--- src/rtl/sstk_pkg.sv ---
// Package for the protective stop tracker: sizes, register codes, sequencer states,
// and the structs between the sequencer, the divider and the ratchet.
// Depends on nothing; every other file of the block but sstk_ram uses it.
package sstk_pkg;

  localparam int MAX_LOOKBACK = 64;
  localparam int MAX_HOLD     = 16;
  localparam int PRICE_BITS   = 32;

  localparam int HIST_DEPTH = MAX_LOOKBACK + 1;
  localparam int HIST_AW    = $clog2(HIST_DEPTH);
  localparam int BAR_W      = 2 * PRICE_BITS;
  localparam int CNT_W      = $clog2(MAX_LOOKBACK + 1);
  localparam int RD_W       = $clog2(MAX_LOOKBACK + 2);
  localparam int SUM_W      = PRICE_BITS + $clog2(MAX_LOOKBACK);
  localparam int DIV_CW     = $clog2(SUM_W + 1);
  localparam int HOLD_IW    = $clog2(MAX_HOLD);
  localparam int HOLD_CW    = $clog2(MAX_HOLD + 1);

  localparam int LB_W      = 7;
  localparam int HB_W      = 5;
  localparam int GAIN_W    = 16;
  localparam int FRAC_BITS = 8;
  localparam int PROD_W    = GAIN_W + PRICE_BITS;
  localparam int OFF_W     = PROD_W - FRAC_BITS;
  localparam int STOP_W    = 48;
  localparam int EXT_W     = STOP_W + 2;

  localparam int IDX_W   = 11;
  localparam int IDX_MAX = 2047;

  localparam int CFG_IDX_W  = 2;
  localparam int CFG_DATA_W = 16;

  typedef logic [CFG_IDX_W-1:0] cfg_idx_t;
  localparam cfg_idx_t CFG_LOOKBACK = CFG_IDX_W'(0);
  localparam cfg_idx_t CFG_HOLD     = CFG_IDX_W'(1);
  localparam cfg_idx_t CFG_GAIN     = CFG_IDX_W'(2);

  localparam logic [LB_W-1:0]   RST_LOOKBACK = LB_W'(10);
  localparam logic [HB_W-1:0]   RST_HOLD     = HB_W'(2);
  localparam logic [GAIN_W-1:0] RST_GAIN     = GAIN_W'(640);

  typedef enum logic [3:0] {
    ST_IDLE,
    ST_READ,
    ST_DN_GO,
    ST_DN_WAIT,
    ST_UP_GO,
    ST_UP_WAIT,
    ST_MUL_DN,
    ST_MUL_UP,
    ST_ADD_UP,
    ST_RAT_GO,
    ST_RAT_WAIT,
    ST_OUT,
    ST_WRITE
  } state_e;

  typedef struct packed {
    logic             start;
    logic [SUM_W-1:0] dividend;
    logic [CNT_W-1:0] divisor;
  } div_req_t;

  typedef struct packed {
    logic                  busy;
    logic                  done;
    logic [PRICE_BITS-1:0] quotient;
  } div_rsp_t;

  typedef struct packed {
    logic                     start;
    logic [HB_W-1:0]          hold;
    logic signed [STOP_W-1:0] long_raw;
    logic signed [STOP_W-1:0] short_raw;
  } rat_req_t;

  typedef struct packed {
    logic                     busy;
    logic                     done;
    logic signed [STOP_W-1:0] long_adj;
    logic signed [STOP_W-1:0] short_adj;
  } rat_rsp_t;

  // Clamps a widened stop value into the signed output range.
  function automatic logic signed [STOP_W-1:0] sat_stop(input logic signed [EXT_W-1:0] v);
    logic signed [STOP_W-1:0] r;
    if (v[EXT_W-1:STOP_W-1] == '0 || v[EXT_W-1:STOP_W-1] == '1) begin
      r = v[STOP_W-1:0];
    end else if (v[EXT_W-1]) begin
      r = {1'b1, {(STOP_W-1){1'b0}}};
    end else begin
      r = {1'b0, {(STOP_W-1){1'b1}}};
    end
    return r;
  endfunction

endpackage

--- src/rtl/sstk_ratchet.sv ---
// Stop history and ratchet: scans earlier raw stops one per cycle with a shared
// compare pair, then pushes the new raw stops. Depends on sstk_pkg.
module sstk_ratchet (
  input  logic               clk_i,
  input  logic               rst_ni,
  input  sstk_pkg::rat_req_t req_i,
  output sstk_pkg::rat_rsp_t rsp_o
);

  logic signed [sstk_pkg::STOP_W-1:0] long_hist_q  [sstk_pkg::MAX_HOLD];
  logic signed [sstk_pkg::STOP_W-1:0] short_hist_q [sstk_pkg::MAX_HOLD];
  logic signed [sstk_pkg::STOP_W-1:0] long_adj_q, short_adj_q;
  logic signed [sstk_pkg::STOP_W-1:0] long_raw_q, short_raw_q;
  logic [sstk_pkg::HOLD_CW-1:0]       made_q, left_q, hold_c, span;
  logic [sstk_pkg::HOLD_IW-1:0]       idx_q;
  logic                               busy_q, done_q;
  logic                               do_start, do_scan, do_push;

  always_comb begin
    if (int'(req_i.hold) > sstk_pkg::MAX_HOLD) begin
      hold_c = sstk_pkg::HOLD_CW'(sstk_pkg::MAX_HOLD);
    end else begin
      hold_c = sstk_pkg::HOLD_CW'(req_i.hold);
    end
    span     = (hold_c > made_q) ? made_q : hold_c;
    do_start = req_i.start && !busy_q;
    do_scan  = busy_q && (left_q != '0);
    do_push  = busy_q && (left_q == '0);
  end

  always_ff @(posedge clk_i or negedge rst_ni) begin
    if (!rst_ni) begin
      busy_q <= 1'b0;
      done_q <= 1'b0;
      made_q <= '0;
      left_q <= '0;
      idx_q  <= '0;
    end else begin
      done_q <= do_push;
      if (do_start) begin
        busy_q <= 1'b1;
        left_q <= span;
        idx_q  <= '0;
      end else if (do_scan) begin
        left_q <= left_q - sstk_pkg::HOLD_CW'(1);
        idx_q  <= idx_q + sstk_pkg::HOLD_IW'(1);
      end else if (do_push) begin
        busy_q <= 1'b0;
        if (int'(made_q) < sstk_pkg::MAX_HOLD) begin
          made_q <= made_q + sstk_pkg::HOLD_CW'(1);
        end
      end
    end
  end

  always_ff @(posedge clk_i) begin
    if (do_start) begin
      long_raw_q  <= req_i.long_raw;
      short_raw_q <= req_i.short_raw;
      long_adj_q  <= req_i.long_raw;
      short_adj_q <= req_i.short_raw;
    end else if (do_scan) begin
      if (long_hist_q[idx_q] > long_adj_q) begin
        long_adj_q <= long_hist_q[idx_q];
      end
      if (short_hist_q[idx_q] < short_adj_q) begin
        short_adj_q <= short_hist_q[idx_q];
      end
    end
    if (do_push) begin
      for (int i = sstk_pkg::MAX_HOLD - 1; i > 0; i--) begin
        long_hist_q[i]  <= long_hist_q[i-1];
        short_hist_q[i] <= short_hist_q[i-1];
      end
      long_hist_q[0]  <= long_raw_q;
      short_hist_q[0] <= short_raw_q;
    end
  end

  assign rsp_o.busy      = busy_q;
  assign rsp_o.done      = done_q;
  assign rsp_o.long_adj  = long_adj_q;
  assign rsp_o.short_adj = short_adj_q;

endmodule

--- config.mk ---
export PLATFORM = sky130hd
export DESIGN_NAME = sstk_ratchet
export DESIGN_NICKNAME = d
export VERILOG_FILES = /design/src/rtl/sstk_pkg.sv /design/src/rtl/sstk_ratchet.sv
export SDC_FILE = /design/constraint.sdc
export NUM_CORES = 2
export LEC_CHECK = 0
export ABC_AREA = 1
export BUFFER_PORTS_ARGS = -buffer_cell sky130_fd_sc_hd__buf_2
export CAP_MARGIN = 20
export CORE_MARGIN = 2
export CORE_UTILIZATION = 45
export DETAILED_ROUTE_END_ITERATION = 6
export GPL_ROUTABILITY_DRIVEN = 0
export HOLD_SLACK_MARGIN = 0.06
export PLACE_DENSITY_LB_ADDON = 0.05
export SLEW_MARGIN = 15
export SYNTH_ARGS = -nofsm -noshare
export SYNTH_HDL_FRONTEND = slang
export SYNTH_SLANG_ARGS = --single-unit
--- constraint.sdc ---
create_clock -name clk_i -period 87.9 [get_ports clk_i]
set_input_delay 17.58 -clock clk_i [delete_from_list [all_inputs] [get_ports clk_i]]
set_output_delay 17.58 -clock clk_i [all_outputs]
set_load 0.1 [all_outputs]
==> metrics.sh <==
SYNTH_FP_NETS=5243
TRITONCTS.NUM_BUFFERS=184
DIE_W_UM=395.0
SYN-INSTANCE-COUNT=5035
CTS_BUFFER_DEPTH=3
LAYOUT-DRIVE-GT1-SHARE=0.09579
OVERALL_VIA_COUNT_FROM_DETAIL_ROUTE=41560
GRTUSAGEMET3=0.03073
TRITONCTS='yes'
RSZ0062_AT_GRT='no'
ANTENNA_VIOLATING_NETS_POST_ROUTE=0
YS_FF_LATCH=1744
CTS_RESIZES=0
SKEW_PS=26.39
GRT_ANTENNA_BEFORE_REPAIR=2
SYNTHTOPCELLSBYCOUNT='sky130_fd_sc_hd__edfxtp_1, sky130_fd_sc_hd__nand2_1, sky130_fd_sc_hd__nor2_1'
SEQUENTIAL_CELL_AREA_IN_THE_FINAL_LAYOUT_SQ_MM=0.05231
TIMING.CRITICAL_PATH.MAX_DELAY_FAMILY='flip-flops'
POST-CTS-SETUP-BUFFERS=0
TRANSITION_TIME_OF_THE_TIGHTEST_SLEW_CHECK_PIN_PS=1236
ENDPOINT_KIND='output port'
P_LEAK_nW=26.09
FINAL.MIN_CLOCK_PERIOD_PS=19350
CRIT-REG2REG-LAUNCH='idx_q[0]'
CRIT_PATH_MAX_FANOUT=2
SEQ_AREA_FRAC_SYNTH=0.7602
POST-SYNTH-TOP-AREA-FRACTION=0.7544
FLOORPLAN.ROWS=143
MAXCAPVIOLCOUNT=0
MEAN_ROUTED_WIRELENGTH_PER_CELL_UM=22.88
DPL.HPWL_UM=86930
IR_WORST_VDD_V=0.00004591
WORSTPATHARRIVAL_PS=1770
FINALNONFILLERCELLS=7333
MULTIINPUTGATEAREA_SQ_MM=0.01468
CTSROOTBUFFERMASTER='sky130_fd_sc_hd__clkbuf_16'
MAX_SLEW_HEADROOM=0.1761
FIN_TNS_SETUP_PS=0
DESIGN.PORTCOUNT=202
CLOCK.FMAX_MHz=51.67
SLOWEST_DELAY_PS=500
INITIAL_CORE_UTIL=0.4528
SYNTH.LIB_CELLS_USED.DISTINCT=35
NFILLCELLS=12980
DIE_FOOTPRINT_SQ_MM=0.1560
POST_DRT_VIA_CELL_RATIO=5.667
DETAILED_ROUTE_DRC_ERROR_COUNT=0
LAYOUT.NETS=5367
HOLDCRITPATHCLASS='register to register'
CLOCK_SINKS=1744
CORE_REGION_AREA_SQ_MM=0.1519
REPORT.FINAL.SETUP_VIOL=0
LAYOUT_WORST_PATH_CYCLE_SHARE=0.2202
POWER_DENSITY_OVER_CELL_AREA_mW_PER_MM2=38.08
MAXIMUM_NUMBER_OF_PINS_ON_ONE_NET_BEFORE_GLOBAL_ROUTE_REPAIR=206
CTS_HTREE_LEVELS=4
SYNTH_FF_TYPE='sky130_fd_sc_hd__edfxtp_1'
FINAL_MAX_TRAN_VIOLS=0
CRITPATHREQUIREDTIME_PS=70320
CRIT_PATH_CELLS='buf_2'
FP.DIEH_UM=395.0
CPMAXSTAGEDELAYCELL='sky130_fd_sc_hd__edfxtp_1'
SYNTH_AREA_SQ_MM=0.06879
HOLD_VIOL=0
SHARE_OF_SYNTHESIZED_REGISTERS_CARRYING_AN_ASYNC_SET_OR_RESET=0.009174
WORSTSETUPPATHTYPE='register to output port'
GLOBAL_ROUTE.PEAK_USAGE_LAYER='met2'
SYNTH_TOP_AREA_CELL='sky130_fd_sc_hd__edfxtp_1'
HOLDBUFCOUNTCTS=0
GRT_PASS1_WL_UM=254300
CRITICAL_PATH.STARTPOINT='long_adj_q[31]'
YOSYSWARNINGCOUNT=0
GLOBALROUTEMET1UTIL=0.3132
PORT_BUFFERS=201
DRT_PRE_ANTENNA_ITERS=7
ANTENNA_CELLS=0
PATH_BUF_INV=1
GLOBALROUTEOVERFLOWTOTAL=0
GRT_RESOURCE_USAGE_TOTAL=0.2116
INITIALDRTVIOLATIONCOUNT=3999
TIMING.HOLD.WORST.START='short_raw_q[0]'
PLACED_CELLS=7002
SYNTH_TOP_CELLS_BY_AREA='sky130_fd_sc_hd__edfxtp_1, sky130_fd_sc_hd__nand2_1, sky130_fd_sc_hd__o21ai_0'
SYNTHTOLAYOUTAREAGROWTH_PCT=12.05
GR-USAGE-MET2=0.3276
YOSYSMOSTFREQUENTCELL='sky130_fd_sc_hd__edfxtp_1'
STATUS='complete, no violations'
MEAN_INSTANCE_SIZE_IN_THE_SYNTHESIZED_NETLIST_SQ_UM=13.66
SYNTH-EDFF-COUNT=1728
ROUTED_WL_UM=167800
VIA_COUNT_OF_THE_FIRST_GLOBAL_ROUTING_PASS=40250
WORSTSETUPSTARTPOINTTYPE='register'
CLKSLEWWORSTSETUPHOLDPATHS_PS=60
CLOCK_LATENCY_PS=800
## power by group
group          internal (mW)  switching, mW  leakage, nW  total, mW
Sequential              1.09         0.0723         15.9       1.16
Combinational          0.251          0.800         7.53       1.05
Clock                  0.397          0.322         2.67      0.720
Total                   1.74           1.19         26.1       2.93
## cell usage in the layout (no fill, tap or decap), types with 7 or more instances in the layout
master | netlist | layout
sky130_fd_sc_hd__nor2_1 | 511 | 510
sky130_fd_sc_hd__clkinv_8 | 0 | 7
sky130_fd_sc_hd__clkbuf_16 | 0 | 184
sky130_fd_sc_hd__nand4_1 | 84 | 84
sky130_fd_sc_hd__o21ai_0 | 456 | 456
sky130_fd_sc_hd__buf_12 | 0 | 8
sky130_fd_sc_hd__a221oi_1 | 119 | 119
sky130_fd_sc_hd__dfrtp_1 | 16 | 12
sky130_fd_sc_hd__a31oi_1 | 100 | 100
sky130_fd_sc_hd__nand3_1 | 160 | 160
sky130_fd_sc_hd__ha_1 | 104 | 104
sky130_fd_sc_hd__o22ai_1 | 123 | 123
sky130_fd_sc_hd__buf_4 | 11 | 47
sky130_fd_sc_hd__a21oi_1 | 288 | 288
sky130_fd_sc_hd__buf_2 | 88 | 201
sky130_fd_sc_hd__o221ai_1 | 72 | 72
sky130_fd_sc_hd__clkbuf_1 | 210 | 48
sky130_fd_sc_hd__inv_1 | 131 | 129
sky130_fd_sc_hd__clkinv_1 | 3 | 50
sky130_fd_sc_hd__edfxtp_1 | 1728 | 1728
sky130_fd_sc_hd__inv_6 | 0 | 8
sky130_fd_sc_hd__o21ai_1 | 69 | 69
sky130_fd_sc_hd__nand2_1 | 711 | 708
sky130_fd_sc_hd__clkinv_2 | 0 | 28
## cell families (layout without fill, tap and decap cells)
group	after synthesis	count (layout)	share of synthesized area
fa+ha+maj	104	104	0.01892
flops	1744	1744	0.7602
simple gates	1482	1482	0.08749
buf+inv	456	724	0.02708
xor+xnor	6	6	0.0007640
compound gates	1243	1243	0.1056
## flip-flops by register name (all words and copies together) (netlist names)
register and flops:
left_q 5, long_adj_q 48, busy_q 1, short_hist_q 768, long_raw_q 48, short_adj_q 48, long_hist_q 768, idx_q 4
short_raw_q 48, done_q 1, made_q 5
## metal layers
metal	up-vias	wire, um
met2	1135	77180
met1	20970	78040
met5	-	0
li1	19210	-
met3	245	8355
met4	0	4235
## through the flow
step / power [mW] / setup WS, ps / hold slack [ps] / instance area [sq um] / util
2_1_floorplan: 2.146 / 12540 / 400.3 / 68790 / -
3_3_place_gp: 2.237 / 68080 / 400.3 / 71590 / 0.4713
3_5_place_dp: 2.246 / 68020 / 404.5 / 71590 / 0.4713
4_1_cts: 2.972 / 68490 / 411.5 / 77040 / 0.5072
5_1_grt: 3.110 / 68490 / 419.2 / 77070 / 0.5074
6_report: 2.935 / 68550 / 412.8 / 77070 / 0.5074
## final cells by class
cell class,count,area share
inverter,137,0.007094
sequential,1744,0.6787
tap,2030,0.03296
multi-input combinational,2835,0.1904
clock buffer,233,0.06226
clock inverter,97,0.008539
timing repair buffer,257,0.02007
## path summary, 6_finish.rpt
kind,to,slack [ps],depth (start not counted)
worst max-delay path,rsp_o[79],68550,1
worst min-delay path,short_hist_q[0][0],410,0
worst max register to register,long_adj_q[4],80310,15
worst min register to register,short_hist_q[0][0],410,0
max in group asynchronous,idx_q[3],70860,1
min in group asynchronous,made_q[3],16710,1
Note: power is estimated with default switching activity, not from simulation.
