## src/rtl/sstk_ram.sv

```systemverilog
// Generic single-write, single-read RAM with a registered read port.
// Depends on nothing.
module sstk_ram #(
  parameter int WIDTH = 8,
  parameter int DEPTH = 16
) (
  input  logic                     clk_i,
  input  logic                     we_i,
  input  logic [$clog2(DEPTH)-1:0] waddr_i,
  input  logic [WIDTH-1:0]         wdata_i,
  input  logic                     re_i,
  input  logic [$clog2(DEPTH)-1:0] raddr_i,
  output logic [WIDTH-1:0]         rdata_o
);

  logic [WIDTH-1:0] mem_q [DEPTH];
  logic [WIDTH-1:0] rdata_q;

  always_ff @(posedge clk_i) begin
    if (we_i) begin
      mem_q[waddr_i] <= wdata_i;
    end
    if (re_i) begin
      rdata_q <= mem_q[raddr_i];
    end
  end

  assign rdata_o = rdata_q;

endmodule

```

## config.mk

```make
export PLATFORM = sky130hd
export DESIGN_NAME = sstk_ram
export DESIGN_NICKNAME = d
export VERILOG_FILES = /design/src/rtl/sstk_ram.sv
export SDC_FILE = /design/constraint.sdc
export NUM_CORES = 1
export LEC_CHECK = 0
export BUFFER_PORTS_ARGS = -buffer_cell sky130_fd_sc_hd__buf_4
export CAP_MARGIN = 20
export CORE_AREA = 2 2 106 108
export CTS_CLUSTER_SIZE = 40
export DETAILED_ROUTE_END_ITERATION = 6
export DIE_AREA = 0 0 108 110
export GPL_TIMING_DRIVEN = 0
export PLACE_DENSITY = 0.76
export SLEW_MARGIN = 20
export SYNTH_ARGS = -nofsm -noshare
export SYNTH_HDL_FRONTEND = slang
export SYNTH_SLANG_ARGS = --single-unit
```

## constraint.sdc

```tcl
create_clock -name clk_i -period 2.25 [get_ports clk_i]
set_clock_uncertainty 0.05 [all_clocks]
set_input_delay 0.45 -clock clk_i [delete_from_list [all_inputs] [get_ports clk_i]]
set_output_delay 0.45 -clock clk_i [all_outputs]
set_load 0.02 [all_outputs]
```

==> results of run 1 <==
[worst register-to-register path, stage by stage (launching register included)]
cell,delay (ps)
sky130_fd_sc_hd__edfxtp_1,370
sky130_fd_sc_hd__mux4_1,560
sky130_fd_sc_hd__a22oi_1,300
sky130_fd_sc_hd__nand2_1,130
[routing by layer]
| layer | vias up | wire length, um |
|---|---|---|
| met4 | 0 | 133 |
| met2 | 83 | 4869 |
| met5 | - | 0 |
| li1 | 1073 | - |
| met3 | 11 | 503 |
| met1 | 1272 | 4214 |
[worst min path at each step]
| stage | start | endpoint | slack (ps) | depth (start not counted) |
|---|---|---|---|---|
| after floorplan | wdata_i[0] | mem_q[0][0]$_DFFE_PP_ | 500 | 0 |
| after global placement | re_i | rdata_o[1]$_DFFE_PP_ | 680 | 1 |
| after detailed placement | re_i | rdata_o[1]$_DFFE_PP_ | 680 | 1 |
| after CTS | re_i | rdata_o[1]$_DFFE_PP_ | 140 | 1 |
| after global routing | re_i | rdata_o[1]$_DFFE_PP_ | 140 | 1 |
| final | re_i | rdata_o[5]$_DFFE_PP_ | 150 | 1 |
[flip-flops by register name (all words and copies together) (netlist names)]
signal   count
mem_q      128
rdata_o      8
[logic make-up after synthesis]
group	after synthesis	share of synthesized area (%)
DFF	136	78.12
buffers and inverters	10	1.651
muxes	32	14.79
and+or+nand+nor	35	3.136
AOI/OAI and AO/OA	16	2.298
[power breakdown]
group | leakage, nW | switching, W | total, W | internal (W)
Sequential | 1.24 | 0.0000127 | 0.00287 | 0.00285
Combinational | 0.544 | 0.000171 | 0.000298 | 0.000126
Clock | 0.277 | 0.00107 | 0.00266 | 0.00160
[layout make-up]
type | count | area (um2) | share of cell area (%)
tap | 140 | 175.2 | 2.829
buffer | 10 | 86.33 | 1.395
sequential | 136 | 4084 | 65.97
clock buffer | 17 | 414.1 | 6.690
timing repair buffer | 25 | 187.7 | 3.032
clock inverter | 15 | 166.4 | 2.688
multi-input combinational | 83 | 1077 | 17.40
[metrics by stage]
stage / setup WS (ps) / cell area (um2)
after floorplan: 257.1 / 5228
after global placement: -265.0 / 5590
after detailed placement: 57.96 / 5610
after CTS: 569.8 / 6191
after global routing: 523.8 / 6191
final: 573.2 / 6191
[cells in the final DEF, fill, tap and decap left out, types with 4 or more instances in the layout]
cell type	instances
sky130_fd_sc_hd__clkbuf_16	16
sky130_fd_sc_hd__mux4_2	18
sky130_fd_sc_hd__nand2_1	9
sky130_fd_sc_hd__nor3_2	4
sky130_fd_sc_hd__nor2_1	13
sky130_fd_sc_hd__a22oi_1	16
sky130_fd_sc_hd__edfxtp_1	136
sky130_fd_sc_hd__inv_6	6
sky130_fd_sc_hd__mux4_1	14
sky130_fd_sc_hd__buf_4	26
==> metrics.yaml, run 1 <==
wire_per_inst_um: 22.82
die_w_um: 108
grtUsageMet1_pct: 25.92
holdWs_ps: 152.1
cts_sink_cnt: 136
clk_path_buf_depth: 2
detail_route.first_pass.iterations: 5
postSynthRegisterBits: 136
primary_flip_flop_cell_chosen_by_synthesis_mapping: "sky130_fd_sc_hd__edfxtp_1"
dpl.cell_count: 394
fp.coreArea_mm2: 0.01070
hold_viol_final: 0
slew_viol_final: 0
r2r_slack_ps: 590
critical_path.startpoint: "waddr_i[2]"
timing.critical_path.cells: "buf_4, or3b_2, nor2_1"
viasPerCell: 5.725
finalPower_w: 0.005828
synth-warning-count: 0
grt-busiest-layer: "met2"
cp.required_ps: 2340
clock_tree.root_cell: "sky130_fd_sc_hd__clkbuf_8"
syn-mean-instance-area_um2: 22.83
routed_wl_um: 9720
groute.usage.overall_pct: 18.46
slew-limit-headroom_pct: 43.11
setup.worst_path.class: "in2reg"
synthDominantAreaCellType: "sky130_fd_sc_hd__edfxtp_1"
outcome: "complete, no violations"
grt_max_degree: 17
post-cts-setup-buffer-count: 0
power_density_mw_per_mm2: 941.4
synth.most_common_cell: "sky130_fd_sc_hd__edfxtp_1"
syn_area_mm2: 0.005228
grt_first_pass_wirelength_um: 14840
cp_max_fo: 8
grtUsageMet3_pct: 4.762
cts.clk_slew.worst_paths_ps: 60
synth.top_cell.area_share_pct: 78.12
area_added_between_synthesis_and_finish_pct: 18.43
arrival_ps: 1770
r2r-end: "rdata_o[0]$_DFFE_PP_"
min_clock_period_post_route_ps: 1677
initial_core_util_pct: 48.87
buffer_ports.inserted: 25
fillerInstances: 777
gr-total-overflow: 0
chipHeight_um: 110
tightestPinTransition_ps: 850.3
dp_hpwl_um: 6217
fin_util_pct: 57.87
worstSetupEndpoint: "mem_q[3][1]$_DFFE_PP_"
clk_latency_worst_skew_pair_ps: 520
globalplace.congestion: 0.7511
detailedRoute.firstIterationViolations: 228
globalRouteMet2Util_pct: 28.53
numCtsBuffers: 17
crit_path_top_delay_cell: "sky130_fd_sc_hd__nor2_1"
die_area_mm2: 0.01188
detail_route.drc_violations: 0
cts_htree_levels: 4
worstSetupStartpointType: "input port"
num-nets-final: 292
power.leakage_nw: 2.056
setup_total_negative_slack_ps: 0
via_count_of_the_first_global_routing_pass: 2465
tritoncts: "built"
register_area_share_after_synthesis_pct: 78.12
setup.worst_path.end_class: "flop"
post_cts.resized_instances: 0
worstHoldPathType: "in2reg"
num_antenna_cells: 0
synth_async_sr_flop_share_pct: 0
stages_on_worst_setup_path: 3
path_buf_inv: 1
num_vias: 2439
r2r.worst_path.cells: 3
family_with_the_most_delay_on_the_worst_path: "simple AND/OR/NAND/NOR gates"
ant_nets: 0
max_stage_delay_ps: 660
setup_viol: 0
timing.max_cap.violations: 0
std_cell_rows: 38
peakVddDrop_v: 0.0005433
number_of_antenna_violations_at_the_first_check_in_global_routing: 0
synth.cells.most_frequent: "sky130_fd_sc_hd__edfxtp_1, sky130_fd_sc_hd__mux4_2, sky130_fd_sc_hd__a22oi_1"
postSynthNetCount: 248
i_o_pins: 27
timing.rr.start: "mem_q[6][0]$_DFFE_PP_"
cts_hold_buffers: 0
post_layout_nonfiller_instances: 426
syn_inst: 229
yosysUniqueCellTypes: 18
synth_edf_count: 136
yosys-top-cells-area: "sky130_fd_sc_hd__edfxtp_1, sky130_fd_sc_hd__mux4_2, sky130_fd_sc_hd__mux4_1"
maxClockFrequency_ghz: 0.5964
final.period_utilization_pct: 74.52
share_of_final_layout_standard_cells_stronger_than_drive_strength_1_pct: 31.47
grt_setup_unrepaired: "false"
Power figures use the tool's default switching activity.
==> run 2, diff against run 1 <==
==> constraint.sdc (replaced) <==
create_clock -name clk_i -period 1.7 [get_ports clk_i]
set_clock_uncertainty 0.05 [all_clocks]
set_input_delay 0.34 -clock clk_i [delete_from_list [all_inputs] [get_ports clk_i]]
set_output_delay 0.34 -clock clk_i [all_outputs]
set_load 0.02 [all_outputs]
==> run 2 against run 1 <==
Effect of this change:
- clock-buffer cell count unchanged
- final area up 0.28%
- worst hold slack worse by 90 ps
- sequential share of layout area down 0.19 points
- critical path type is now reg2reg
==> metrics.yaml, run 2 (same netlist as run 1, synthesis figures left out) <==
setup_total_negative_slack_ps: 0
stages_on_worst_setup_path: 3
post_layout_nonfiller_instances: 426
family_with_the_most_delay_on_the_worst_path: "multiplexers"
viasPerCell: 5.770
layout.cells.most_common_list: "sky130_fd_sc_hd__edfxtp_1, sky130_fd_sc_hd__buf_4, sky130_fd_sc_hd__mux4_2, sky130_fd_sc_hd__a22oi_1, sky130_fd_sc_hd__clkbuf_16"
buffer_ports.inserted: 25
area_added_between_synthesis_and_finish_pct: 18.76
largest_register_ff_count: 128
slew-limit-headroom_pct: 42.97
fillerInstances: 769
cts_htree_levels: 4
min_clock_period_post_route_ps: 1627
dpl_cell_area_mm2: 0.005610
initial_core_util_pct: 48.87
routed_wl_um: 10030
r2r.worst_path.cells: 3
groute.usage.overall_pct: 18.93
multi_input_area_mm2: 0.001077
grtUsageMet1_pct: 25.83
timing.critical_path.cells: "mux4_1, a22oi_1, nand2_1"
timing.rr.start: "mem_q[4][0]$_DFFE_PP_"
num-nets-final: 292
std_cell_rows: 38
dpl.cell_count: 394
dp_hpwl_um: 6126
post-cts-setup-buffer-count: 0
cts_hold_buffers: 0
numCtsBuffers: 17
wire_per_inst_um: 23.54
power.leakage_nw: 2.070
tightestPinTransition_ps: 852.4
number_of_antenna_violations_at_the_first_check_in_global_routing: 0
share_of_final_layout_standard_cells_stronger_than_drive_strength_1_pct: 30.42
outcome: "complete, no violations"
arrival_ps: 1840
power_density_mw_per_mm2: 1267
tritoncts: "built"
via_count_of_the_first_global_routing_pass: 2547
globalRouteMet2Util_pct: 30.19
maxClockFrequency_ghz: 0.6145
gr-total-overflow: 0
worstSetupStartpointType: "flop"
max_stage_delay_ps: 550
cp.required_ps: 1910
grtUsageMet3_pct: 4.821
grt_first_pass_wirelength_um: 15370
globalplace.congestion: 0.7578
peakVddDrop_v: 0.0006797
clock_tree.root_cell: "sky130_fd_sc_hd__clkbuf_8"
detailedRoute.firstIterationViolations: 265
slew_viol_final: 0
r2r_slack_ps: 70
timing.max_cap.violations: 0
cts_sink_cnt: 136
clk_path_buf_depth: 2
path_buf_inv: 0
final.period_utilization_pct: 95.73
fp.coreArea_mm2: 0.01070
grt_setup_unrepaired: "false"
grt_max_degree: 17
num_vias: 2458
postLayoutCellArea_mm2: 0.006208
setup_viol: 0
die_w_um: 108
final_common_cell: "sky130_fd_sc_hd__edfxtp_1"
detail_route.drc_violations: 0
die_area_mm2: 0.01188
cp_max_fo: 1
worstHoldPathType: "in2reg"
clk_latency_worst_skew_pair_ps: 510
hold_viol_final: 0
r2r-end: "rdata_o[0]$_DFFE_PP_"
crit_path_top_delay_cell: "sky130_fd_sc_hd__mux4_1"
worstSetupEndpoint: "rdata_o[0]$_DFFE_PP_"
post_cts.resized_instances: 0
regMostFlops: "mem_q"
setup.worst_path.class: "reg2reg"
setup.worst_path.end_class: "flop"
chipHeight_um: 110
i_o_pins: 27
critical_path.startpoint: "mem_q[4][0]$_DFFE_PP_"
grt-busiest-layer: "met2"
detail_route.first_pass.iterations: 4
holdWs_ps: 62.44
cts.clk_slew.worst_paths_ps: 60
ff_latch_area_mm2: 0.004084
ant_nets: 0
num_antenna_cells: 0
[run 2: final cells by class]
type | instances | area share, %
Buffer | 10 | 1.391
Multi-Input combinational cell | 83 | 17.35
Clock inverter | 15 | 2.963
Sequential cell | 136 | 65.78
Tap cell | 140 | 2.821
Timing Repair Buffer | 25 | 3.023
Clock buffer | 17 | 6.671
[run 2: routing by layer]
layer  up-vias  share of wire, %
li1       1071                 -
met1      1275                40
met2       101                51
met3        11               8.3
met4         0               1.5
met5         -                 0
[run 2: worst min path at each step]
stage | start | to | slack (ps) | cells past startpoint
6_report | re_i | rdata_o[0]$_DFFE_PP_ | 60 | 1
5_1_grt | re_i | rdata_o[0]$_DFFE_PP_ | 50 | 1
4_1_cts | re_i | rdata_o[0]$_DFFE_PP_ | 40 | 1
3_5_place_dp | re_i | rdata_o[2]$_DFFE_PP_ | 580 | 1
3_3_place_gp | re_i | rdata_o[2]$_DFFE_PP_ | 580 | 1
2_1_floorplan | wdata_i[0] | mem_q[0][0]$_DFFE_PP_ | 390 | 0
[run 2: per-stage QoR]
stage                     setup WS [ps]  utilization [%]  total power, W
after floorplan                   27.59                -        0.004074
after global placement           -471.4            52.30        0.004237
after detailed placement         -372.7            52.44        0.004259
after CTS                         67.51            58.04        0.007909
after global routing              70.00            58.04        0.008073
final                             72.66            58.04        0.007865
[run 2: where the power goes]
part	internal, W	switching [W]
sequential	0.00378	0.0000189
clock	0.00236	0.00132
combinational	0.000167	0.000223
total	0.00630	0.00156
==> run 3, diff against run 2 <==
==> constraint.sdc (replaced) <==
create_clock -name clk_i -period 1.7 [get_ports clk_i]
set_clock_uncertainty 0.05 [all_clocks]
set_input_delay 0.255 -clock clk_i [delete_from_list [all_inputs] [get_ports clk_i]]
set_output_delay 0.255 -clock clk_i [all_outputs]
set_load 0.02 [all_outputs]
==> run 3 against run 2 <==
Effect of this change:
- via count shrank 0.37%
- worst hold slack got worse by 59 ps
- setup slack gained 6.9 ps
- combinational power hardly changed
- non-clock buffer count grew 1
- utilization rose by 0.094 points
- sequential power about the same
- global-route usage did not move
==> metrics.yaml, run 3 (same netlist as run 1, synthesis figures left out) <==
ff_latch_area_mm2: 0.004084
slew_viol_final: 0
initial_core_util_pct: 48.87
fin_util_pct: 58.13
min_clock_period_post_route_ps: 1620
dp_hpwl_um: 6126
cts.clk_slew.worst_paths_ps: 60
final_common_cell: "sky130_fd_sc_hd__edfxtp_1"
worstHoldPathType: "in2reg"
setup_total_negative_slack_ps: 0
regMostFlops: "mem_q"
post-cts-setup-buffer-count: 0
detailedRoute.firstIterationViolations: 273
area_added_between_synthesis_and_finish_pct: 18.96
viasPerCell: 5.735
dpl.cell_count: 394
dpl_cell_area_mm2: 0.005610
worstSetupStartpointType: "flop"
fp.coreArea_mm2: 0.01070
setup_viol: 0
multi_input_area_mm2: 0.001077
chipHeight_um: 110
number_of_antenna_violations_at_the_first_check_in_global_routing: 0
final.period_utilization_pct: 95.32
routed_wl_um: 10030
std_cell_rows: 38
tritoncts: "built"
num_antenna_cells: 0
largest_register_ff_count: 128
slew-limit-headroom_pct: 41.67
share_of_final_layout_standard_cells_stronger_than_drive_strength_1_pct: 30.31
power_density_mw_per_mm2: 1265
numCtsBuffers: 17
clk_latency_worst_skew_pair_ps: 520
hold_viol_final: 0
detail_route.first_pass.iterations: 4
groute.usage.overall_pct: 18.93
cts_htree_levels: 4
setup.worst_path.class: "reg2reg"
buffer_ports.inserted: 25
cp_max_fo: 1
fillerInstances: 768
maxClockFrequency_ghz: 0.6171
grt_setup_unrepaired: "false"
power_switching_w: 0.001561
swShare_pct: 19.85
p_seq_share_pct: 48.3
peakVddDrop_v: 0.0006775
cts_sink_cnt: 136
holdWs_ps: 3.876
i_o_pins: 27
r2r_slack_ps: 80
clock_tree.root_cell: "sky130_fd_sc_hd__clkbuf_8"
die_w_um: 108
die_area_mm2: 0.01188
detail_route.drc_violations: 0
num_vias: 2449
grt_first_pass_wirelength_um: 15370
grt_max_degree: 17
post_layout_nonfiller_instances: 427
setup.worst_path.end_class: "flop"
timing.max_cap.violations: 0
num-nets-final: 293
globalplace.congestion: 0.7578
arrival_ps: 1830
outcome: "complete, no violations"
power_report.internal_total_w: 0.006302
ant_nets: 0
postLayoutCellArea_mm2: 0.006218
tightestPinTransition_ps: 871.8
via_count_of_the_first_global_routing_pass: 2550
pwr-share-comb_pct: 5.0
power.leakage_nw: 2.074
wire_per_inst_um: 23.48
clk_path_buf_depth: 2
cp.required_ps: 1910
power_frac_clock_pct: 46.7
gr-total-overflow: 0
layout.cells.most_common_list: "sky130_fd_sc_hd__edfxtp_1, sky130_fd_sc_hd__buf_4, sky130_fd_sc_hd__mux4_2, sky130_fd_sc_hd__a22oi_1, sky130_fd_sc_hd__clkbuf_16"
==> run 3: cell types whose count changed in the layout (fill, tap and decap cells not counted), sizes merged <==
| cell | change |
|---|---|
| dlygate4sd3 | +1 |
==> run 3: routing by layer <==
metal | vias to the layer above | share of wire, % | global-route usage [%]
li1 | 1070 | - | -
met1 | 1267 | 40 | 25.87
met2 | 106 | 51 | 30.19
met3 | 6 | 8.3 | 4.762
met4 | 0 | 0.89 | 6.593
met5 | - | 0 | 0
==> run 3: worst max-delay path, cell delays in order (launching register included) <==
cell and delay [ps]:
sky130_fd_sc_hd__edfxtp_1 370, sky130_fd_sc_hd__mux4_1 550, sky130_fd_sc_hd__a22oi_1 300, sky130_fd_sc_hd__nand2_1 100
==> run 3: area by class of cell <==
class	count	share of cell area, %
buffer	10	1.388
sequential	136	65.67
clock buffer	17	6.660
timing repair buffer	26	3.179
multi-input combinational	83	17.32
tap	140	2.817
clock inverter	15	2.958
==> run 3: path summary, 6_finish.rpt <==
check	startpoint	to	depth (start not counted)
setup / recovery	mem_q[4][0]$_DFFE_PP_	rdata_o[0]$_DFFE_PP_	3
hold / removal	wdata_i[5]	mem_q[3][5]$_DFFE_PP_	1
setup reg to reg	mem_q[4][0]$_DFFE_PP_	rdata_o[0]$_DFFE_PP_	3
hold reg to reg	mem_q[10][7]$_DFFE_PP_	rdata_o[7]$_DFFE_PP_	3
==> run 3: power groups by stage <==
| stage | sequential (W) | clock, W | combinational (W) |
|---|---|---|---|
| 2_1_floorplan | 0.00388 | 0 | 0.000191 |
| 3_3_place_gp | 0.00386 | 0 | 0.000377 |
| 3_5_place_dp | 0.00387 | 0 | 0.000392 |
| 4_1_cts | 0.00380 | 0.00371 | 0.000398 |
| 5_1_grt | 0.00380 | 0.00385 | 0.000423 |
| 6_report | 0.00380 | 0.00367 | 0.000391 |
==> run 3: repair_timing <==
item                                   4_1_cts  5_1_grt
resized for setup                            0        0
hold buffers                                 1        0
endpoints found under the hold margin        8        0
==> run 3: metrics by stage <==
step	power [W]	setup slack, ps
2_1_floorplan	0.004074	112.6
3_5_place_dp	0.004259	-287.7
5_1_grt	0.008075	70.00
3_3_place_gp	0.004237	-386.4
6_report	0.007863	79.56
4_1_cts	0.007911	67.51
