File: config.mk
export PLATFORM = sky130hd
export DESIGN_NAME = sstk_div
export DESIGN_NICKNAME = d
export VERILOG_FILES = /design/src/rtl/sstk_pkg.sv /design/src/rtl/sstk_div.sv
export SDC_FILE = /design/constraint.sdc
export NUM_CORES = 1
export LEC_CHECK = 0
export BUFFER_PORTS_ARGS = -buffer_cell sky130_fd_sc_hd__buf_2
export CAP_MARGIN = 15
export CORE_MARGIN = 5
export CORE_UTILIZATION = 57
export CTS_BUF_LIST = sky130_fd_sc_hd__clkbuf_4 sky130_fd_sc_hd__clkbuf_8 sky130_fd_sc_hd__clkbuf_16
export CTS_CLUSTER_SIZE = 20
export DETAILED_ROUTE_END_ITERATION = 12
export PLACE_DENSITY = 0.82
export SLEW_MARGIN = 20
export SYNTH_ARGS = -nofsm -noshare
export SYNTH_HDL_FRONTEND = slang
export SYNTH_SLANG_ARGS = --single-unit
File: constraint.sdc
create_clock -name clk_i -period 4.3 [get_ports clk_i]
set_input_delay 0.215 -clock clk_i [delete_from_list [all_inputs] [get_ports clk_i]]
set_output_delay 0.215 -clock clk_i [all_outputs]
set_load 0.05 [all_outputs]
File: src/rtl/sstk_pkg.sv
// Package for the protective stop tracker: sizes, register codes, sequencer states,
// and the structs between the sequencer, the divider and the ratchet.
// Depends on nothing; every other file of the block but sstk_ram uses it.
package sstk_pkg;

  localparam int MAX_LOOKBACK = 64;
  localparam int MAX_HOLD     = 16;
  localparam int PRICE_BITS   = 32;

  localparam int HIST_DEPTH = MAX_LOOKBACK + 1;
  localparam int HIST_AW    = $clog2(HIST_DEPTH);
  localparam int BAR_W      = 2 * PRICE_BITS;
  localparam int CNT_W      = $clog2(MAX_LOOKBACK + 1);
  localparam int RD_W       = $clog2(MAX_LOOKBACK + 2);
  localparam int SUM_W      = PRICE_BITS + $clog2(MAX_LOOKBACK);
  localparam int DIV_CW     = $clog2(SUM_W + 1);
  localparam int HOLD_IW    = $clog2(MAX_HOLD);
  localparam int HOLD_CW    = $clog2(MAX_HOLD + 1);

  localparam int LB_W      = 7;
  localparam int HB_W      = 5;
  localparam int GAIN_W    = 16;
  localparam int FRAC_BITS = 8;
  localparam int PROD_W    = GAIN_W + PRICE_BITS;
  localparam int OFF_W     = PROD_W - FRAC_BITS;
  localparam int STOP_W    = 48;
  localparam int EXT_W     = STOP_W + 2;

  localparam int IDX_W   = 11;
  localparam int IDX_MAX = 2047;

  localparam int CFG_IDX_W  = 2;
  localparam int CFG_DATA_W = 16;

  typedef logic [CFG_IDX_W-1:0] cfg_idx_t;
  localparam cfg_idx_t CFG_LOOKBACK = CFG_IDX_W'(0);
  localparam cfg_idx_t CFG_HOLD     = CFG_IDX_W'(1);
  localparam cfg_idx_t CFG_GAIN     = CFG_IDX_W'(2);

  localparam logic [LB_W-1:0]   RST_LOOKBACK = LB_W'(10);
  localparam logic [HB_W-1:0]   RST_HOLD     = HB_W'(2);
  localparam logic [GAIN_W-1:0] RST_GAIN     = GAIN_W'(640);

  typedef enum logic [3:0] {
    ST_IDLE,
    ST_READ,
    ST_DN_GO,
    ST_DN_WAIT,
    ST_UP_GO,
    ST_UP_WAIT,
    ST_MUL_DN,
    ST_MUL_UP,
    ST_ADD_UP,
    ST_RAT_GO,
    ST_RAT_WAIT,
    ST_OUT,
    ST_WRITE
  } state_e;

  typedef struct packed {
    logic             start;
    logic [SUM_W-1:0] dividend;
    logic [CNT_W-1:0] divisor;
  } div_req_t;

  typedef struct packed {
    logic                  busy;
    logic                  done;
    logic [PRICE_BITS-1:0] quotient;
  } div_rsp_t;

  typedef struct packed {
    logic                     start;
    logic [HB_W-1:0]          hold;
    logic signed [STOP_W-1:0] long_raw;
    logic signed [STOP_W-1:0] short_raw;
  } rat_req_t;

  typedef struct packed {
    logic                     busy;
    logic                     done;
    logic signed [STOP_W-1:0] long_adj;
    logic signed [STOP_W-1:0] short_adj;
  } rat_rsp_t;

  // Clamps a widened stop value into the signed output range.
  function automatic logic signed [STOP_W-1:0] sat_stop(input logic signed [EXT_W-1:0] v);
    logic signed [STOP_W-1:0] r;
    if (v[EXT_W-1:STOP_W-1] == '0 || v[EXT_W-1:STOP_W-1] == '1) begin
      r = v[STOP_W-1:0];
    end else if (v[EXT_W-1]) begin
      r = {1'b1, {(STOP_W-1){1'b0}}};
    end else begin
      r = {1'b0, {(STOP_W-1){1'b1}}};
    end
    return r;
  endfunction

endpackage

File: src/rtl/sstk_div.sv
// Restoring serial divider, one quotient bit per cycle, for the window averages.
// Depends on sstk_pkg for widths and the request and response structs.
module sstk_div (
  input  logic               clk_i,
  input  logic               rst_ni,
  input  sstk_pkg::div_req_t req_i,
  output sstk_pkg::div_rsp_t rsp_o
);

  logic                          busy_q, busy_d;
  logic                          done_q, done_d;
  logic [sstk_pkg::DIV_CW-1:0]   cnt_q, cnt_d;
  logic [sstk_pkg::SUM_W-1:0]    num_q, num_d;
  logic [sstk_pkg::CNT_W-1:0]    rem_q, rem_d;
  logic [sstk_pkg::CNT_W-1:0]    den_q, den_d;
  logic [sstk_pkg::CNT_W:0]      rem_sh;
  logic [sstk_pkg::CNT_W:0]      rem_sub;
  logic                          ge;

  always_comb begin
    rem_sh  = {rem_q, num_q[sstk_pkg::SUM_W-1]};
    ge      = rem_sh >= {1'b0, den_q};
    rem_sub = rem_sh - {1'b0, den_q};
  end

  always_comb begin
    busy_d = busy_q;
    done_d = 1'b0;
    cnt_d  = cnt_q;
    num_d  = num_q;
    rem_d  = rem_q;
    den_d  = den_q;
    if (busy_q) begin
      num_d = {num_q[sstk_pkg::SUM_W-2:0], ge};
      rem_d = ge ? rem_sub[sstk_pkg::CNT_W-1:0] : rem_sh[sstk_pkg::CNT_W-1:0];
      cnt_d = cnt_q - sstk_pkg::DIV_CW'(1);
      if (cnt_q == sstk_pkg::DIV_CW'(1)) begin
        busy_d = 1'b0;
        done_d = 1'b1;
      end
    end else if (req_i.start) begin
      busy_d = 1'b1;
      cnt_d  = sstk_pkg::DIV_CW'(sstk_pkg::SUM_W);
      num_d  = req_i.dividend;
      rem_d  = '0;
      den_d  = req_i.divisor;
    end
  end

  always_ff @(posedge clk_i or negedge rst_ni) begin
    if (!rst_ni) begin
      busy_q <= 1'b0;
      done_q <= 1'b0;
      cnt_q  <= '0;
    end else begin
      busy_q <= busy_d;
      done_q <= done_d;
      cnt_q  <= cnt_d;
    end
  end

  always_ff @(posedge clk_i) begin
    num_q <= num_d;
    rem_q <= rem_d;
    den_q <= den_d;
  end

  assign rsp_o.busy     = busy_q;
  assign rsp_o.done     = done_q;
  assign rsp_o.quotient = num_q[sstk_pkg::PRICE_BITS-1:0];

endmodule

==> results of run 1 <==
==> logic make-up (layout without fill, tap and decap cells) <==
| kind of cell | count (synthesis) | count (layout) | synth area share [%] |
|---|---|---|---|
| AO/OA/AOI/OAI | 38 | 38 | 8.16 |
| XOR/XNOR | 2 | 2 | 0.557 |
| adder cells (fa/ha/maj) | 10 | 10 | 4.22 |
| buffers and inverters | 56 | 113 | 11.0 |
| flip-flops | 60 | 60 | 56.0 |
| multiplexers | 39 | 39 | 13.9 |
| AND/OR/NAND/NOR | 37 | 37 | 6.09 |
==> layout make-up <==
| cell class | instances | area share [%] |
|---|---|---|
| clock inverter | 5 | 1.51 |
| inverter | 15 | 1.58 |
| sequential | 60 | 49.6 |
| multi-input combinational | 126 | 29.2 |
| tap | 72 | 2.54 |
| timing repair buffer | 83 | 11.9 |
| clock buffer | 10 | 3.70 |
==> how the worst max path moves through the flow <==
stage / startpoint / end / slack [ns] / cells after the start
3_5_place_dp: num_q[37] / rem_q[6] / 2.07 / 8
3_3_place_gp: num_q[37] / rem_q[6] / 2.09 / 8
6_report: num_q[37] / rem_q[6] / 2.02 / 8
2_1_floorplan: num_q[37] / rem_q[6] / 2.18 / 8
5_1_grt: num_q[37] / rem_q[6] / 1.90 / 8
4_1_cts: num_q[37] / rem_q[6] / 2.04 / 8
==> worst max-delay path: stages (launching register included) <==
cell      delay, ns
edfxtp_1       0.34
inv_1          0.05
ha_1           0.21
fa_1           0.40
nand2b_2       0.22
a21oi_1        0.20
mux2_2         0.36
o22ai_1        0.13
a21oi_1        0.10
==> synth_stat cells, types with 2 or more instances <==
master,count,area share (%)
buf_2,4,0.64
nand3_1,6,0.96
nor3b_1,2,0.48
a21oi_1,11,1.8
ha_1,9,3.6
nor2_1,11,1.3
inv_1,14,1.7
edfxtp_1,52,50
nand2_1,3,0.36
nor2b_1,3,0.60
xnor2_1,2,0.56
o311a_1,2,0.64
nor3_1,4,0.64
buf_4,35,8.4
o21ai_0,10,1.6
o22ai_1,2,0.40
a31oi_1,2,0.40
o21ai_1,2,0.32
clkbuf_1,2,0.24
dfrtp_1,8,6.4
mux2_2,38,14
==> metrics by stage <==
stage	power (mW)	hold WS (ns)	std cells
after global placement	2.66	0.0663	355
final	3.18	0.0554	371
after global routing	3.37	0.0430	371
after detailed placement	2.70	0.0664	355
after CTS	3.19	0.0451	371
after floorplan	2.57	-0.0806	242
==> layer usage <==
metal / up-vias / wire (um) / GRT usage [%]
li1: 960 / - / -
met1: 956 / 2420 / 21.4
met2: 67 / 2920 / 27.0
met3: 16 / 386 / 4.91
met4: 0 / 178 / 9.80
met5: - / 0 / 0
==> sequential cells by signal (all words and copies together) (netlist names) <==
signal and flops:
num_q 38, den_q 7, rem_q 7, cnt_q 6, busy_q 1, done_q 1
==> power groups by stage <==
stage / combinational, mW / sequential, mW / clock [mW]
6_report: 1.52 / 1.17 / 0.486
5_1_grt: 1.63 / 1.21 / 0.527
4_1_cts: 1.52 / 1.17 / 0.493
3_5_place_dp: 1.52 / 1.18 / 0
3_3_place_gp: 1.48 / 1.17 / 0
2_1_floorplan: 1.48 / 1.10 / 0
==> what timing repair did <==
item	4_1_cts	5_1_grt
hold endpoints to repair	8	0
gates resized for setup	0	0
hold buffers	1	0
==> qor.yml, run 1 <==
placement:
  post-place-ws_ns: 2.07
  io_buffers: 81
  place.gp.congestion: 0.897
  postPlaceCellArea_sq_um: 3360
  dp_hpwl_um: 4250
clock_tree:
  cts.sinks: 60
  post_cts_buffers: 0
  cts_max_level: 3
  cts.path.max_buffers: 2
  cts_root_buf: "clkbuf_8"
  tritoncts: "built"
  numCtsBuffers: 9
  cts.clk_slew.worst_paths_ns: 0.07
  clock_latency_ns: 0.34
power_and_ir_drop:
  sw_frac_of_total_pct: 43.7
  combinationalPowerShare_pct: 47.9
  ir_worst_vdd_mv: 0.494
  p_int_mw: 1.79
  power.switching_mw: 1.39
  power_density_nw_per_um2: 894
  seq_power_share_pct: 36.8
  leakagePower_nw: 1.49
  clockPowerShare_pct: 15.3
drt:
  drt_wl_total_um: 5910
  ant_nets: 0
  drc: 0
  drt-vias-per-instance: 5.39
  drt-wirelength-per-cell_um: 15.9
  vias: 1999
  drtPass1Iterations: 4
  first_iter_violations: 147
sta:
  hold_viol: 0
  worstMarginPinSlew_ns: 1.01
  finalCriticalPeriod_ns: 2.28
  clock.fmax_mhz: 440
  period_share_pct: 52.9
  tns_ns: 0
  setup_ws_ns: 2.02
  skew_ns: 0.00768
  slew_viol_final: 0
  max_slew_margin_pct: 33.0
  rsz0062_at_grt: "no"
  finalSetupViolCount: 0
synth:
  syn_area_sq_um: 3140
  syn-num-nets: 300
  synth_edf_count: 52
  ys_seq_elements: 60
  synth_warnings: 0
  synthArstFlopShare_pct: 13.3
  syn_inst: 242
  ys_seq_area_share_pct: 56.0
  ys_types: 41
  synthFlopType: "edfxtp_1"
  syn_avg_cell_area_sq_um: 13.0
hold_path:
  worstHoldPathType: "in2reg"
  whs_endpoint: "den_q[0]"
  min-delay-start: "req_i[0]"
  hold_depth: 1
global_routing:
  antenna_found_initial: 0
  grt_usage_pct: 17.2
  overflow: 0
  grt_pass1_vias: 2033
  grt_max_degree: 52
  grt_pass1_wl_um: 9560
flow_run:
  max_cap_viol_count: 0
floorplanning:
  rows: 27
  start_util_pct: 57.8
  core_sq_um: 5440
  chipHeight_um: 84.3
  dieArea_sq_um: 7100
  io_pins: 82
  dieWidth_um: 84.3
worst_setup_path:
  crit_path_max_fanout: 2
  r2r-end: "rem_q[6]"
  end_kind: "flip-flop"
  crit_arrival_ns: 2.35
  crit_required_ns: 4.37
  reg2reg_from: "num_q[37]"
  critical_path_class: "reg2reg"
  reg2reg_setup_slack_ns: 2.02
  r2r_cells: 8
  critPathLaunchType: "flip-flop"
cells_and_area:
  antenna_cells: 0
  fin_nets: 353
  layout_common_cells: "buf_2, edfxtp_1, mux2_2, inv_1"
  nFillCells: 402
  area_growth_syn_to_layout_pct: 13.0
  final_common_cell: "buf_2"
  finalCoreUtilization_pct: 65.3
  final_area_sq_um: 3550
  final_layout_size_suffix_gt1_share_pct: 48.5
  multi_input_area_sq_um: 1040
  ff_latch_area_sq_um: 1760
status:
  status: "complete, no violations"
Power figures use the tool's default switching activity.
==> run 2, diff against run 1 <==
- CORE_UTILIZATION: 57 -> 48
- PLACE_DENSITY: 0.82 -> 0.73
- clock period: 4.3 -> 2 ns (I/O delays scaled with it)
==> qor.yml, run 2 (synthesis gave the netlist of run 1 again) <==
global_routing:
  grt_usage_pct: 14.8
  grt_pass1_wl_um: 9810
  grt_pass1_vias: 2114
  grt_max_degree: 46
  overflow: 0
  antenna_found_initial: 0
placement:
  place.gp.congestion: 0.803
  dp_hpwl_um: 4340
  io_buffers: 81
sta:
  setup_ws_ns: -0.0119
  rsz0062_at_grt: "yes"
  period_share_pct: 101
  timing.hold.ws_ns: 0.0790
  skew_ns: 0.00692
  hold_viol: 0
  max_slew_margin_pct: 65.6
  finalCriticalPeriod_ns: 2.01
  tns_ns: -0.0123
  finalSetupViolCount: 2
  worstMarginPinSlew_ns: 0.514
  slew_viol_final: 0
  clock.fmax_mhz: 497
cells_and_area:
  layout_common_cells: "buf_2, edfxtp_1, mux2_2, inv_1, nor2_1"
  largest_register_ffs: 38
  antenna_cells: 0
  largest_register: "num_q"
  largestRegisters: "num_q (38), den_q (7), rem_q (7)"
  final_layout_size_suffix_gt1_share_pct: 51.0
  final_common_cell: "buf_2"
  area_growth_syn_to_layout_pct: 19.7
  fin_nets: 368
worst_setup_path:
  crit_path_max_fanout: 3
  critical_path_class: "reg2reg"
  end_kind: "flip-flop"
  reg2reg_from: "den_q[0]"
  reg2reg_setup_slack_ns: -0.01
  critPathLaunchType: "flip-flop"
  r2r_cells: 7
  crit_required_ns: 2.18
  crit_arrival_ns: 2.19
  r2r-end: "rem_q[4]"
floorplanning:
  dieArea_sq_um: 8270
  chipHeight_um: 90.9
  dieWidth_um: 90.9
  core_sq_um: 6350
  start_util_pct: 49.5
  io_pins: 82
  rows: 29
power_and_ir_drop:
  ir_worst_vdd_mv: 0.985
  leakagePower_nw: 1.58
  power_density_nw_per_um2: 1850
drt:
  drt-wirelength-per-cell_um: 15.7
  ant_nets: 0
  drt_wl_total_um: 6120
  drt-vias-per-instance: 5.12
  first_iter_violations: 118
  drc: 0
  drtPass1Iterations: 4
  vias: 2001
hold_path:
  hold_depth: 2
  whs_endpoint: "num_q[3]"
  worstHoldPathType: "in2reg"
  min-delay-start: "req_i[10]"
clock_tree:
  tritoncts: "built"
  cts.sinks: 60
  clock_latency_ns: 0.32
  numCtsBuffers: 9
  cts_max_level: 3
  cts.clk_slew.worst_paths_ns: 0.06
  cts.path.max_buffers: 2
  cts_root_buf: "clkbuf_8"
flow_run:
  max_cap_viol_count: 0
status:
  failed_checks: "setup timing"
  status: "finished, violations left"
==> run 2: per-stage QoR <==
step	instances	setup slack, ns	instance area [sq um]	power (mW)	utilization [%]
2_1_floorplan	242	0.0104	3160	5.56	-
3_3_place_gp	365	-0.0555	3430	5.79	54.0
3_5_place_dp	365	-0.109	3430	5.87	54.0
4_1_cts	390	-0.0673	3710	6.90	58.5
5_1_grt	391	-0.0981	3760	7.38	59.3
6_report	391	-0.0119	3760	6.96	59.3
==> run 2: layout make-up <==
| type | instances | area (sq um) |
|---|---|---|
| clock buffers | 10 | 131 |
| clock inverters | 5 | 20.0 |
| multi-input cells | 126 | 1130 |
| flip-flops and latches | 60 | 1760 |
| well taps | 77 | 96.3 |
| inverters | 15 | 56.3 |
| fillers | 512 | 2590 |
| repair buffers | 98 | 569 |
==> run 2: where the power goes <==
group	switching, mW	internal [mW]	leakage, nW
logic	2.30	1.32	0.872
registers	0.338	2.14	0.624
clock network	0.417	0.437	0.0795
total	3.06	3.90	1.58
==> run 2: critical path: stages (launching register included) <==
cell	delay, ns
edfxtp_1	0.37
ha_2	0.21
fa_2	0.35
nand2b_4	0.17
a21oi_4	0.19
o221ai_4	0.15
a211o_1	0.32
a21oi_2	0.11
==> run 2: what timing repair did <==
| action | 4_1_cts | 5_1_grt |
|---|---|---|
| hold buffers | 8 | 0 |
| setup endpoints to repair | 5 | 8 |
| hold endpoints to repair | 15 | 0 |
| resized for setup | 8 | 8 |
| pin swaps | 10 | 7 |
| buffers inserted | 2 | 1 |
==> run 2: metal layers <==
| metal | GRT usage, % | share of wire [%] |
|---|---|---|
| met5 | 0 | 0 |
| met4 | 5.50 | 0.69 |
| met3 | 5.62 | 5.5 |
| met1 | 18.2 | 43 |
| met2 | 23.9 | 50 |
==> run 2: how the worst max path moves through the flow <==
stage,start,cells past startpoint,end
after detailed placement,num_q[37],8,rem_q[6]
after global routing,num_q[37],8,rem_q[4]
after global placement,num_q[37],8,rem_q[6]
final,den_q[0],7,rem_q[4]
after CTS,den_q[0],7,rem_q[6]
after floorplan,num_q[37],8,rem_q[6]
==> run 3, diff against run 2 <==
- CAP_MARGIN: 15 -> 30
- SETUP_SLACK_MARGIN: default -> 0.05
- SLEW_MARGIN: 20 -> default
==> qor.yml, run 3 (synthesis gave the netlist of run 1 again) <==
clock_tree:
  numCtsBuffers: 9
  cts_root_buf: "clkbuf_8"
  cts.clk_slew.worst_paths_ns: 0.07
  cts.path.max_buffers: 2
  cts.sinks: 60
  cts_max_level: 3
  clock_latency_ns: 0.33
  tritoncts: "built"
worst_setup_path:
  max_stage_delay_ns: 0.35
  crit_cells: 8
  crit_path_max_fanout: 2
  critical_path_class: "reg2reg"
  end_kind: "flip-flop"
  reg2reg_from: "num_q[37]"
  path_buf_inv: 1
  critPathLaunchType: "flip-flop"
  path_cells: "inv_1 -> ha_2 -> fa_2 -> nand2b_4 -> a21oi_4 -> mux2_4 -> o22ai_2 -> a21oi_1"
  crit_arrival_ns: 2.05
  startpoint: "num_q[37]"
  critPathTopFamily: "adder cells"
  crit_required_ns: 2.06
  cpMaxStageDelayCell: "edfxtp_1"
  r2r_cells: 8
sta:
  finalCriticalPeriod_ns: 1.99
  clock.fmax_mhz: 504
  max_slew_margin_pct: 60.4
  rsz0062_at_grt: "yes"
  period_share_pct: 99.3
  timing.hold.ws_ns: 0.0719
  worstMarginPinSlew_ns: 0.592
  tns_ns: 0
  hold_viol: 0
  setup_ws_ns: 0.0144
  slew_viol_final: 0
  skew_ns: 0.00774
  finalSetupViolCount: 0
drt:
  drt-vias-per-instance: 5.09
  first_iter_violations: 68
  drt_wl_total_um: 6020
  drc: 0
  vias: 1996
  drtPass1Iterations: 4
  ant_nets: 0
  drt-wirelength-per-cell_um: 15.4
cells_and_area:
  final_cells: 392
  ff_latch_area_sq_um: 1760
  largestRegisters: "num_q (38), den_q (7), rem_q (7)"
  antenna_cells: 0
  final_layout_size_suffix_gt1_share_pct: 51.1
  final_common_cell: "buf_2"
  fin_nets: 369
  largest_register: "num_q"
  layout_common_cells: "buf_2, edfxtp_1, mux2_2, inv_1, nor2_1"
  nFillCells: 514
  multi_input_area_sq_um: 1100
  area_growth_syn_to_layout_pct: 19.5
  largest_register_ffs: 38
floorplanning:
  chipHeight_um: 90.9
  rows: 29
  core_sq_um: 6350
  dieArea_sq_um: 8270
  start_util_pct: 49.5
  io_pins: 82
  dieWidth_um: 90.9
hold_path:
  hold_depth: 2
  min-delay-start: "req_i[20]"
  worstHoldPathType: "in2reg"
power_and_ir_drop:
  leakagePower_nw: 1.57
  ir_worst_vdd_mv: 0.966
  power_density_nw_per_um2: 1870
  total_power_mw: 7.04
global_routing:
  grt_pass1_vias: 2084
  overflow: 0
  antenna_found_initial: 0
  grt_pass1_wl_um: 9580
  grt_usage_pct: 14.6
  grt_max_degree: 46
flow_run:
  max_cap_viol_count: 0
placement:
  io_buffers: 81
  post-place-ws_ns: -0.0786
  placed_cells: 367
  place.gp.congestion: 0.855
  dp_hpwl_um: 4300
status:
  status: "complete, no violations"
## run 3: what timing repair did
action                                 4_1_cts  5_1_grt
hold buffers                                 8        0
gates resized for setup                      7        5
setup buffers                                1        1
endpoints found under the hold margin       15        0
setup endpoints to repair                    7        8
gates cloned                                 0        0
pin swaps                                    4        3
## run 3: final cells by class
type | count | share of cell area [%]
clock buffers | 9 | 3.30
clock inverters | 6 | 1.50
inverters | 15 | 1.50
multi-input cells | 126 | 29.3
flip-flops and latches | 60 | 46.9
well taps | 77 | 2.56
repair buffers | 99 | 14.9
## run 3: worst paths after layout
check / end / slack (ns)
worst max register to register: rem_q[6] / 0.01
worst max-delay path: rem_q[6] / 0.01
max in group asynchronous: busy_q / 1.67
worst min register to register: done_q / 0.49
worst min-delay path: num_q[13] / 0.07
min in group asynchronous: cnt_q[3] / 0.14
## run 3: routing by layer
metal	part of all wire (%)	wire (um)	GRT usage (%)	up-vias
met2	51	3100	23.7	44
met3	5.7	341	5.79	4
li1	-	-	-	992
met5	0	0	0	-
met1	42	2530	17.4	956
met4	0.85	51	5.50	0
## run 3: where the power goes
group	internal, mW	leakage, nW	switching, mW	total (mW)
logic	1.29	0.864	2.28	3.57
clock network	0.555	0.0838	0.454	1.01
registers	2.14	0.624	0.323	2.46
total	3.99	1.57	3.06	7.04
## run 3: metrics by stage
step                      instance area [sq um]  utilization [%]
after floorplan                            3160                -
after global placement                     3440             54.1
after detailed placement                   3440             54.1
after CTS                                  3730             58.7
after global routing                       3760             59.2
final                                      3760             59.2
